`config.mk`:
```
export PLATFORM = sky130hd
export DESIGN_NAME = read_base_context_binner_top
export DESIGN_NICKNAME = d
export VERILOG_FILES = /design/src/rtl/rbcb_pkg.sv /design/src/rtl/rbcb_gc_window.sv /design/src/rtl/rbcb_context.sv /design/src/rtl/read_base_context_binner_top.sv
export SDC_FILE = /design/constraint.sdc
export NUM_CORES = 1
export LEC_CHECK = 0
export BUFFER_PORTS_ARGS = -buffer_cell sky130_fd_sc_hd__buf_2
export CAP_MARGIN = 20
export CORE_ASPECT_RATIO = 0.7
export CORE_MARGIN = 3
export CORE_UTILIZATION = 62
export DETAILED_ROUTE_END_ITERATION = 6
export PLACE_DENSITY = 0.84
export SLEW_MARGIN = 20
export SYNTH_ARGS = -nofsm -noshare
export SYNTH_HDL_FRONTEND = slang
export SYNTH_HIERARCHICAL = 1
export SYNTH_SLANG_ARGS = --single-unit
```
`constraint.sdc`:
```
create_clock -name clk -period 12.3 [get_ports clk]
set_clock_uncertainty 0.2 [all_clocks]
set_input_delay 2.46 -clock clk [delete_from_list [all_inputs] [get_ports clk]]
set_output_delay 2.46 -clock clk [all_outputs]
set_load 0.05 [all_outputs]
```
`src/rtl/rbcb_pkg.sv`:
```
// rbcb_pkg: shared constants, types and helpers for the read base-context binner
// no dependencies; imported by every rtl module of the block

package rbcb_pkg;

  localparam int WINDOW_MAX_DEF = 16;

  localparam int BASE_W   = 8;
  localparam int QUAL_W   = 8;
  localparam int POS_W    = 32;
  localparam int WIN_CFG_W = 5;
  localparam int DIMER_W  = 5;
  localparam int GC_W     = 4;
  localparam int RUN_W    = 5;
  localparam int QBIN_W   = 6;

  localparam logic [DIMER_W-1:0] DIMER_NONE = DIMER_W'(16);
  localparam logic [GC_W-1:0]    GC_TOP     = GC_W'(15);
  localparam logic [RUN_W-1:0]   RUN_TOP    = RUN_W'(24);
  localparam logic [QUAL_W-1:0]  QUAL_TOP   = QUAL_W'(40);

  localparam logic [1:0] BASE_C = 2'd1;
  localparam logic [1:0] BASE_G = 2'd2;

  // per-transaction control handed to the stateful units
  typedef struct packed {
    logic fire;   // one base is consumed this cycle
    logic clear;  // base was the last of its read
  } step_t;

  typedef struct packed {
    logic [BASE_W-1:0] base_code;
    logic [QUAL_W-1:0] quality;
    logic [POS_W-1:0]  position_offset;
    logic              last_of_read;
  } in_item_t;

  typedef struct packed {
    logic [DIMER_W-1:0] dimer;
    logic [GC_W-1:0]    gc_count;
    logic [RUN_W-1:0]   run_length;
    logic [QBIN_W-1:0]  quality_bin;
    logic [POS_W-1:0]   position;
    logic               read_end;
  } out_item_t;

  function automatic logic is_n_base(input logic [BASE_W-1:0] code);
    return |code[BASE_W-1:2];
  endfunction

  function automatic logic is_gc_base(input logic [BASE_W-1:0] code);
    return !is_n_base(code) && (code[1:0] == BASE_C || code[1:0] == BASE_G);
  endfunction

endpackage

```
`src/rtl/rbcb_gc_window.sv`:
```
// rbcb_gc_window: g/c history shift register and running window total
// depends on rbcb_pkg

module rbcb_gc_window
  import rbcb_pkg::*;
#(
  parameter int WINDOW_MAX = WINDOW_MAX_DEF
) (
  input  logic                 clk,
  input  logic                 rst,
  input  step_t                step,
  input  logic                 cur_gc,
  input  logic [WIN_CFG_W-1:0] window_len,
  output logic [GC_W-1:0]      gc_count
);

  localparam int WIN_W = $clog2(WINDOW_MAX + 1);
  localparam int IDX_W = (WINDOW_MAX > 1) ? $clog2(WINDOW_MAX) : 1;
  localparam int TOT_W = $clog2(WINDOW_MAX + 1);
  localparam int CMP_W = (TOT_W > GC_W) ? TOT_W : GC_W;

  logic [WINDOW_MAX-1:0] history;
  logic [WINDOW_MAX-1:0] history_next;
  logic [TOT_W-1:0]      total;
  logic [TOT_W-1:0]      total_inc;
  logic [TOT_W-1:0]      total_next;
  logic [WIN_W-1:0]      win;
  logic                  old_gc;
  logic [CMP_W-1:0]      total_ext;

  always_comb begin
    win = (32'(window_len) > WINDOW_MAX) ? WIN_W'(WINDOW_MAX) : WIN_W'(window_len);
    if (win == '0) begin
      old_gc = cur_gc;
    end else begin
      old_gc = history[IDX_W'(win - WIN_W'(1))];
    end
    // add first, then drop the bit leaving the window, both saturating
    total_inc  = (cur_gc && (32'(total) < WINDOW_MAX)) ? total + TOT_W'(1) : total;
    total_next = (old_gc && total_inc != '0) ? total_inc - TOT_W'(1) : total_inc;
    history_next = (history << 1) | WINDOW_MAX'(cur_gc);
    total_ext = CMP_W'(total);
    gc_count  = (total_ext > CMP_W'(GC_TOP)) ? GC_TOP : GC_W'(total_ext);
  end

  always_ff @(posedge clk) begin
    if (rst) begin
      history <= '0;
      total   <= '0;
    end else if (step.fire) begin
      if (step.clear) begin
        history <= '0;
        total   <= '0;
      end else begin
        history <= history_next;
        total   <= total_next;
      end
    end
  end

endmodule

```
`src/rtl/rbcb_context.sv`:
```
// rbcb_context: previous base, homopolymer run, base index and result field assembly
// depends on rbcb_pkg

module rbcb_context
  import rbcb_pkg::*;
(
  input  logic              clk,
  input  logic              rst,
  input  step_t             step,
  input  in_item_t          item,
  output logic              has_result,
  output logic [DIMER_W-1:0] dimer,
  output logic [RUN_W-1:0]  run_length,
  output logic [QBIN_W-1:0] quality_bin,
  output logic [POS_W-1:0]  position
);

  logic              prev_valid;
  logic [1:0]        prev_code;
  logic [RUN_W-1:0]  run;
  logic [POS_W-1:0]  index;
  logic              is_n;
  logic [1:0]        code;
  logic [RUN_W-1:0]  run_next;

  always_comb begin
    is_n = is_n_base(item.base_code);
    code = item.base_code[1:0];
    if (is_n || !prev_valid) begin
      dimer = DIMER_NONE;
    end else begin
      dimer = {1'b0, prev_code, code};
    end
    if (is_n) begin
      run_next = '0;
    end else if (prev_valid && prev_code == code) begin
      run_next = (run < RUN_TOP) ? run + RUN_W'(1) : run;
    end else begin
      run_next = '0;
    end
    run_length  = run_next;
    quality_bin = (item.quality > QUAL_TOP) ? QBIN_W'(QUAL_TOP) : QBIN_W'(item.quality);
    position    = item.position_offset + index;
    // first base of a read, or an index that wrapped to zero, gives nothing
    has_result  = (index != '0);
  end

  always_ff @(posedge clk) begin
    if (rst) begin
      prev_valid <= 1'b0;
      prev_code  <= '0;
      run        <= '0;
      index      <= '0;
    end else if (step.fire) begin
      if (step.clear) begin
        prev_valid <= 1'b0;
        prev_code  <= '0;
        run        <= '0;
        index      <= '0;
      end else begin
        prev_valid <= !is_n;
        prev_code  <= code;
        run        <= run_next;
        index      <= index + POS_W'(1);
      end
    end
  end

endmodule

```
`src/rtl/read_base_context_binner_top.sv`:
```
// read_base_context_binner_top: input register, per-base context units, result register
// depends on rbcb_pkg, rbcb_gc_window, rbcb_context
//
//   channel | handshake            | payload
//   --------+----------------------+------------------------------------------------
//   in      | in_valid / in_stall  | base_code, quality, position_offset, last_of_read
//   out     | out_valid / out_stall| dimer, gc_count, run_length, quality_bin,
//           |                      | position, read_end
//   cfg     | cfg_write            | cfg_data (window length)
//
// one base per cycle sustained while the result is not stalled; a transaction
// is held in the input register, where the context state is updated, then
// sits in the result register; valid rises when a base with a result moves in.
// rst is synchronous and clears the window setting and all per-read state.
// a held result stalls the input register only; in_stall rises when both
// registers are full and the result is stalled.

module read_base_context_binner_top
  import rbcb_pkg::*;
#(
  parameter int WINDOW_MAX = WINDOW_MAX_DEF
) (
  input  logic                 clk,
  input  logic                 rst,
  input  logic                 cfg_write,
  input  logic [WIN_CFG_W-1:0] cfg_data,
  input  logic                 in_valid,
  output logic                 in_stall,
  input  logic [BASE_W-1:0]    base_code,
  input  logic [QUAL_W-1:0]    quality,
  input  logic [POS_W-1:0]     position_offset,
  input  logic                 last_of_read,
  output logic                 out_valid,
  input  logic                 out_stall,
  output logic [DIMER_W-1:0]   dimer,
  output logic [GC_W-1:0]      gc_count,
  output logic [RUN_W-1:0]     run_length,
  output logic [QBIN_W-1:0]    quality_bin,
  output logic [POS_W-1:0]     position,
  output logic                 read_end
);

  logic [WIN_CFG_W-1:0] window_len;
  in_item_t             s1_item;
  logic                 s1_valid;
  logic                 s1_move;
  logic                 in_take;
  step_t                step;
  out_item_t            res;
  out_item_t            res_next;
  logic                 has_result;

  always_comb begin
    s1_move    = s1_valid && (!out_valid || !out_stall);
    in_stall   = s1_valid && !s1_move;
    in_take    = in_valid && !in_stall;
    step.fire  = s1_move;
    step.clear = s1_item.last_of_read;
  end

  rbcb_gc_window #(
    .WINDOW_MAX(WINDOW_MAX)
  ) u_gc (
    .clk       (clk),
    .rst       (rst),
    .step      (step),
    .cur_gc    (is_gc_base(s1_item.base_code)),
    .window_len(window_len),
    .gc_count  (res_next.gc_count)
  );

  rbcb_context u_ctx (
    .clk        (clk),
    .rst        (rst),
    .step       (step),
    .item       (s1_item),
    .has_result (has_result),
    .dimer      (res_next.dimer),
    .run_length (res_next.run_length),
    .quality_bin(res_next.quality_bin),
    .position   (res_next.position)
  );

  assign res_next.read_end = s1_item.last_of_read;

  always_ff @(posedge clk) begin
    if (rst) begin
      window_len <= '0;
    end else if (cfg_write) begin
      window_len <= cfg_data;
    end
  end

  always_ff @(posedge clk) begin
    if (rst) begin
      s1_valid <= 1'b0;
    end else if (in_take) begin
      s1_valid <= 1'b1;
    end else if (s1_move) begin
      s1_valid <= 1'b0;
    end
  end

  always_ff @(posedge clk) begin
    if (in_take) begin
      s1_item.base_code       <= base_code;
      s1_item.quality         <= quality;
      s1_item.position_offset <= position_offset;
      s1_item.last_of_read    <= last_of_read;
    end
  end

  always_ff @(posedge clk) begin
    if (rst) begin
      out_valid <= 1'b0;
    end else if (s1_move) begin
      out_valid <= has_result;
    end else if (!out_stall) begin
      out_valid <= 1'b0;
    end
  end

  always_ff @(posedge clk) begin
    if (s1_move) begin
      res <= res_next;
    end
  end

  assign dimer       = res.dimer;
  assign gc_count    = res.gc_count;
  assign run_length  = res.run_length;
  assign quality_bin = res.quality_bin;
  assign position    = res.position;
  assign read_end    = res.read_end;

endmodule
```
-- Yosys cells after proc, flatten, opt, wreduce, memory -nomap -nowiden
Cells that the tools add are included.
- add/subtract/negate cells: 6
- multipliers: 0
- divide/modulo/power cells: 0
- order comparisons: 6
- equal/unequal tests: 4
- shift-type cells: 0
- multiplexer cells: 20
- bitwise gates (word level): 1
- reductions and logical operators: 21
- operator list (operator ; number):
    $mux W5 ; 9
    $add A32 B1 Y32 const B ; 1
    $add A32 B32 Y32 ; 1
    $mux W32 ; 1
    $reduce_bool A32 Y1 ; 1
    $mux W16 ; 1
    $or A16 B1 Y16 ; 1
    $add A5 B1 Y5 const B ; 2
    $lt A5 B5 Y1 const B ; 2
    $gt A8 B6 Y1 const B ; 1
    $logic_and A1 B1 Y1 ; 7
    $mux W1 ; 7
    $logic_not A1 Y1 ; 6
    $reduce_or A6 Y1 ; 1
    $gt A5 B4 Y1 const B ; 1
    $gt A5 B5 Y1 const B ; 1
    $logic_not A5 Y1 ; 1
    $lt A4 B5 Y1 const B ; 1
    $reduce_bool A5 Y1 ; 1
    $sub A5 B1 Y5 const B ; 1
    $bmux W1 S4 ; 1
    $sub A4 B1 Y4 const B ; 1
    $logic_or A1 B1 Y1 ; 3
    $eq A2 B1 Y1 const B ; 1
    5 further kinds ; 5
- register bits after elaboration: 170
- latch bits: 0
- RAM bits: 0
- bits in read-only memories: 0
- input bits: 59
- output and inout bits: 55
- word-level logic and storage cells: 78
- memories kept: 0

-- Depth between registers and ports, before layout
Gate-level depths: netlist of run 1.
- depth in word-level cells: 9
- mapped depth: 11
- mapped depth without buffers: 10

-- Modules after synthesis
The synthesis of run 1 kept the hierarchy.
- by module, submodules not included (module ; instances ; cells an instance ; area each (µm²) ; seq. area each (µm²)):
    rbcb_context ; 1 ; 498 ; 3676.0 ; 800.8
    read_base_context_binner_top ; 1 ; 131 ; 3348.2 ; 3203.1
    rbcb_gc_window ; 1 ; 150 ; 1322.5 ; 420.4

-- Worst setup path after synthesis of run 1
OpenSTA, ideal clock, no wires.
- kind: input to register
- from: input port out_stall
- to: register u_ctx.index[23]
- library setup time: 0.128 ns
- arrival time: 6.907 ns
- data required time: 11.972 ns
- path slack: 5.065 ns
- stages on the path: 8
- path buffers: 0
- path through: a21boi_1 > nand4_1 > nor2_1 > nand2_1 > nor2_1 > nand2_1 > xor2_1 > nor2_1
- longest elaborated chain between the ends: 3
- RTL lines (what ; line ; RTL):
    start, declared ; read_base_context_binner_top.sv:34 ; input logic out_stall,
    $logic_not A1 Y1 ; -- ;
    $logic_or A1 B1 Y1 ; read_base_context_binner_top.sv:54 ; s1_move = s1_valid && (!out_valid || !out_stall);
    $logic_and A1 B1 Y1 ; read_base_context_binner_top.sv:54 ;
    end signal, assigned ; rbcb_context.sv:64 ; index <= index + POS_W'(1);
    end, declared ; rbcb_context.sv:21 ; logic [POS_W-1:0] index;
Every way passes these cells.
A chain may end at the register's enable or synchronous reset.

-- Worst setup path after layout of run 1
- from: input port out_stall
- to: output port in_stall
- longest elaborated chain between the ends: 5
- RTL lines (what ; line ; RTL):
    $logic_not A1 Y1 ; -- ;
    $logic_or A1 B1 Y1 ; read_base_context_binner_top.sv:54 ;
    $logic_and A1 B1 Y1 ; read_base_context_binner_top.sv:54 ;
    $logic_not A1 Y1 ; read_base_context_binner_top.sv:55 ; in_stall = s1_valid && !s1_move;
    $logic_and A1 B1 Y1 ; read_base_context_binner_top.sv:55 ;
    end, declared ; read_base_context_binner_top.sv:28 ; output logic in_stall,
Every way passes these cells.

==> results.tsv, run 1 <==
metric	value	unit
Multi-input gate area	0.00374	mm^2
worst r2r src	s1_valid	
postcts setup bufs	0	
post-route insts no fill	1082	
CTS sink count	170	
DRC viols	0	
Synth Warn #	6	
Crit Path Max Fanout	3	
clock slew at reported path FFs	0.06	ns
CP startpoint kind	primary input	
largest net degree at the start of global routing	75	
Syn Nets	876	
CTS tree	done	
Min Clock Period, post-route	5.75	ns
Final Hold Vio Count	0	
Data required, critical path	9.64	ns
Async SR Flop Fraction	0	%
Iteration-0 DRC Markers	674	
commonest non-fill, non-tap cell in the layout	buf_2	
Reg2Reg Depth	9	
die area	0.0149	mm^2
global route overflow	0	
NumNets Final	986	
Storage cell area	0.00442	mm^2
H-tree depth	4	
gr usage total	25.3	%
Core Region	0.0128	mm^2
WP data arrival	3.09	ns
DR vias	6432	
Initial Utilization	65.2	%
run status	completed	
R2R setup slack	8.66	ns
worst hold-check path type	reg2reg	
layout cells sized above 1	18.5	%
relative slew slack	34.1	%
First-pass DRT Iterations	6	
Synth Area per Inst	10.7	um^2
CTS hold repair buffers	0	
TNS Setup	0	ns
fin crit share	46.7	%
routed wirelength normalized by instance count	17.2	um
CTS buffer count	17	
root buffer cell	clkbuf_16	
first-pass GRT wire length	29.4	mm
Critical Path Start	out_stall	
number of nets with antenna violations after routing	0	
number of synthesized flops with an enable pin	102	
Netlist Area Pre-Place	0.00835	mm^2
synthesized instance count	779	
die width	145	um
initial antenna violation count	0	
RSZ-0062 raised after global routing	no	
type of destination of the critical path	primary output	
sequential-to-total area share from yosys stat	53.0	%
Max Cap Violations	0	
worst slew pin tran	0.988	ns
PostCTS Resize Cnt	0	
area grow syn2layout	14.8	%
Total Routed Length	18.6	mm
flops & latches, synth	170	
Placed Cells	1050	
Synth cell types	74	
Highest Clock Rate	174	MHz
vias in the first global route	5990	
Filler cells	846	
worst vdd ir	89.5	uV
pwr dens	127	mW/mm^2
reg-to-reg endpoint	u_ctx/index[23]	
vias per inst	5.94	
max-slew violation count	0	
Longest Clk Path Bufs	2	
later-pin clock latency in the skew report	0.42	ns
I/O Buffers	113	
Tot Pwr	0.00122	W
DIE HEIGHT	103	um
crit path capture	in_stall	
IO Pins	114	
worst setup path class	in2out	
final setup fails	0	
DP Wirelength	13.0	mm
diode count	0	
Routability Congestion	0.957	
commonest cells after routing, fill and taps aside	113 x buf_2, 102 x edfxtp_1, 91 x nor2_1	
# rows	34	
Lkg Pwr	3.84	nW
Primary FF master, synth	edfxtp_1	
[sequential cells by signal, indices dropped and copies added (netlist names), 2 cells and up]
register,cells
u_gc/history,16
u_ctx/index,32
u_gc/total,5
dimer,5
window_len,5
u_ctx/prev_code,2
gc_count,4
u_ctx/run,5
s1_item,48
run_length,5
position,32
quality_bin,6
[kinds of logic (layout without fill, tap and decap cells)]
logic type      count (synthesis)  count (layout)  share of synthesized area, %
simple gates                  288             288                          17.8
compound gates                164             164                          13.0
flops                         170             170                          53.0
xor+xnor                       66              66                          7.11
mux                             8               8                         0.959
buf+inv                        45             168                          2.41
fa+ha+maj                      38              38                          5.79
[stage by stage]
stage / worst slack, ns / area (um^2) / util [%] / hold WS (ns)
finish: 6.55 / 9580 / 74.8 / 0.276
global route: 6.52 / 9580 / 74.8 / 0.310
CTS: 6.55 / 9580 / 74.8 / 0.277
detailed placement: 6.46 / 9050 / 70.7 / 0.269
global placement: 6.57 / 9050 / 70.7 / 0.259
floorplan: 5.07 / 8350 / - / 0.242
[Yosys cell counts, types with 17 or more instances]
library cell	number	area, um^2
a21oi_1	66	330
clkbuf_1	17	63.8
dfxtp_1	68	1360
edfxtp_1	102	3060
ha_1	37	463
inv_1	20	75.1
nand2_1	51	191
nand2b_1	25	156
nand3_1	24	120
nand3b_1	20	150
nor2_1	92	345
o21ai_0	29	145
xnor2_1	33	289
xor2_1	31	272
[worst min-delay path by stage]
stage	slack, ns	cells past startpoint	start	endpoint
6_report	0.28	2	u_gc/history[15]	u_gc/history[15]
3_5_place_dp	0.27	2	u_gc/history[15]	u_gc/history[15]
5_1_grt	0.31	2	u_gc/history[15]	u_gc/history[15]
2_1_floorplan	0.24	2	u_gc/history[15]	u_gc/history[15]
3_3_place_gp	0.26	2	u_gc/history[15]	u_gc/history[15]
4_1_cts	0.28	2	u_gc/history[15]	u_gc/history[15]
[routing by layer]
layer | up-vias | track usage [%] | share of wire [%]
li1 | 3068 | - | -
met1 | 3058 | 35.8 | 47
met2 | 282 | 37.7 | 43
met3 | 24 | 7.51 | 8.3
met4 | 0 | 8.24 | 1.2
met5 | - | 0 | 0
[worst max-delay path, stage by stage]
cell,delay (ns)
buf_2,0.13
nand3_1,0.10
inv_1,0.12
buf_2,0.28
[area by class of cell]
cell class | instances | share of cell area [%]
Inverter | 21 | 0.823
Sequential cell | 170 | 46.2
Multi-Input combinational cell | 564 | 39.0
Clock buffer | 22 | 4.84
Timing Repair Buffer | 115 | 6.06
Tap cell | 180 | 2.35
Clock inverter | 10 | 0.731
[power by group]
part | internal (W) | leakage (nW) | switching (W) | total (W)
Combinational | 0.0000307 | 2.07 | 0.0000693 | 0.000100
Sequential | 0.000625 | 1.52 | 0.0000114 | 0.000636
Clock | 0.000269 | 0.250 | 0.000216 | 0.000484
(Power assumes the default switching activity.)
==> run 2: changes to the inputs <==
--- a/config.mk
+++ b/config.mk
@@ -9,9 +9,9 @@
 export CAP_MARGIN = 20
 export CORE_ASPECT_RATIO = 0.7
 export CORE_MARGIN = 3
-export CORE_UTILIZATION = 62
+export CORE_UTILIZATION = 52
 export DETAILED_ROUTE_END_ITERATION = 6
-export PLACE_DENSITY = 0.84
+export PLACE_DENSITY = 0.75
 export SLEW_MARGIN = 20
 export SYNTH_ARGS = -nofsm -noshare
 export SYNTH_HDL_FRONTEND = slang
==> constraint.sdc (replaced) <==
create_clock -name clk -period 5.1 [get_ports clk]
set_clock_uncertainty 0.2 [all_clocks]
set_input_delay 1.02 -clock clk [delete_from_list [all_inputs] [get_ports clk]]
set_output_delay 1.02 -clock clk [all_outputs]
set_load 0.05 [all_outputs]
==> run 2 against run 1 <==
Non-clock buffer count is 1 higher. Worst hold slack better by 0.0052 ns. Global-route usage is 4.9 points lower. Power is 150% higher. Sequential power is 140% higher. Count of clock-buffer cells in the layout is 5 lower. Final cell count is 1.9% higher. Critical path type is now reg2reg. Critical endpoint is now u_gc/total[2]. Largest cell class unchanged. Highest routed layer unchanged.
==> results.tsv, run 2 (synthesized netlist as in run 1, its figures left out) <==
metric	value	unit	change
Slowest cell on crit path	or4_4		
Crit Path Max Fanout	5		+2
# rows	38		+12%
fin crit share	69.3	%	
pwr dens	314	mW/mm^2	+150%
vias per inst	5.65		-5.0%
worst slew pin tran	1.01	ns	+0.0268 ns
gr usage total	20.4	%	-4.9 points
First-pass DRT Iterations	5		-1
final setup fails	0		unchanged
vias in the first global route	5683		-5.1%
initial antenna violation count	0		unchanged
Combinational Power Share	7.9	%	-0.3 points
Iteration-0 DRC Markers	480		-29%
root buffer cell	clkbuf_16		
WP data arrival	3.65	ns	+0.56 ns
DRC viols	0		unchanged
max FFs per register	48		unchanged
Highest Clock Rate	283	MHz	
worst vdd ir	197	uV	+120%
IO Pins	114		unchanged
number of nets with antenna violations after routing	0		unchanged
commonest cells after routing, fill and taps aside	113 x buf_2, 102 x edfxtp_1, 91 x nor2_1		
Reg with most FFs	s1_item		
routed wirelength normalized by instance count	15.9	um	-7.4%
clock power share	41.5	%	+1.8 points
switch share	24.1	%	-0.15 points
type of destination of the critical path	flip-flop		
DP Wirelength	12.6	mm	-3.2%
Min Clock Period, post-route	3.53	ns	
Total Routed Length	17.6	mm	-5.6%
Initial Utilization	53.5	%	-12 points
CTS tree	done		
CTS sink count	170		unchanged
TNS Setup	0	ns	unchanged
later-pin clock latency in the skew report	0.44	ns	+0.02 ns
post-route insts no fill	1103		+1.9%
Max Cap Violations	0		unchanged
die area	0.0176	mm^2	+18%
Seq pwr share	50.6	%	-1.5 points
layout cells sized above 1	18.8	%	+0.31 points
Placed Cells	1071		+2.0%
Data required, critical path	5.22	ns	-4.42 ns
WHS	0.282	ns	+0.00524 ns
I/O Buffers	113		unchanged
Filler cells	1280		+51%
CTS buffer count	17		unchanged
relative slew slack	32.3	%	-1.8 points
H-tree depth	4		unchanged
crit path cell chain	or4_4 -> nor4_2 -> nor2b_1 -> mux2i_1 -> ha_1 -> nand3_2 -> o32ai_4 -> nor2_1 -> xnor2_1 -> a22o_1		
commonest non-fill, non-tap cell in the layout	buf_2		
CP Buf/Inv Count	0		-3
postcts setup bufs	0		unchanged
Final Hold Vio Count	0		unchanged
PostCTS Resize Cnt	0		unchanged
worst setup path class	reg2reg		
global route overflow	0		unchanged
Routability Congestion	0.870		-9.0%
Psw	0.000731	W	+150%
CTS hold repair buffers	0		unchanged
CP startpoint kind	flip-flop		
Longest Clk Path Bufs	2		unchanged
largest net degree at the start of global routing	78		+4.0%
clock slew at reported path FFs	0.06	ns	about the same
die width	157	um	+8.8%
RSZ-0062 raised after global routing	no		
DR vias	6227		-3.2%
Lkg Pwr	3.87	nW	+0.67%
diode count	0		unchanged
NumNets Final	987		+0.10%
Core Region	0.0156	mm^2	+22%
run status	completed		
area grow syn2layout	15.7	%	
slowest stage delay, CP	0.55	ns	+0.27 ns
worst hold-check path type	reg2reg		
DIE HEIGHT	112	um	+8.7%
Pint	0.00230	W	+150%
Top delay family on crit path	simple AND/OR/NAND/NOR gates		
first-pass GRT wire length	28.5	mm	-3.0%
max-slew violation count	0		unchanged
## run 2: cell type report
type                            instances  area, um^2  area share [%]
Clock buffer                           17         425            4.40
Clock inverter                         15         151            1.57
Sequential cell                       170        4420            45.8
Tap cell                              200         250            2.59
Timing Repair Buffer                  116         588            6.09
Multi-Input combinational cell        564        3740            38.7
Inverter                               21        78.8           0.816
## run 2: per-stage QoR
stage                     cell area [um^2]  total power [W]  util (%)  worst slack (ns)
after CTS                             9660          0.00307      61.9              1.56
after global placement                9080          0.00180      58.2              1.74
after detailed placement              9080          0.00180      58.2              1.60
after floorplan                       8350          0.00173         -             0.755
after global routing                  9660          0.00314      61.9              1.35
final                                 9660          0.00303      61.9              1.57
## run 2: worst paths after layout
path / slack, ns / endpoint / from / cells after the start
worst max register to register: 1.57 / u_gc/total[2] / s1_item[48] / 10
worst min register to register: 0.28 / u_gc/history[15] / u_gc/history[15] / 2
worst max-delay path: 1.57 / u_gc/total[2] / s1_item[48] / 10
worst min-delay path: 0.28 / u_gc/history[15] / u_gc/history[15] / 2
## run 2: worst reg2reg max path, stage by stage, from the launching register on
cell and delay [ns]:
edfxtp_1 0.41, or4_4 0.55, nor4_2 0.35, nor2b_1 0.46, mux2i_1 0.34, ha_1 0.24, nand3_2 0.11, o32ai_4 0.36
nor2_1 0.09, xnor2_1 0.13, a22o_1 0.18
## run 2: power by group through the flow
stage          clock network [W]  logic (W)  registers, W
6_report                 0.00126   0.000241       0.00153
5_1_grt                  0.00135   0.000260       0.00154
4_1_cts                  0.00129   0.000241       0.00153
3_5_place_dp                   0   0.000240       0.00156
3_3_place_gp                   0   0.000238       0.00156
2_1_floorplan                  0   0.000110       0.00162
## run 2: layer usage
metal / track usage (%) / wire length [um] / up-vias / part of all wire [%]
met2: 28.2 / 7160 / 173 / 41
li1: - / - / 3066 / -
met3: 4.97 / 941 / 14 / 5.4
met5: 0 / 0 / - / 0
met4: 5.03 / 165 / 0 / 0.94
met1: 32.2 / 9290 / 2974 / 53
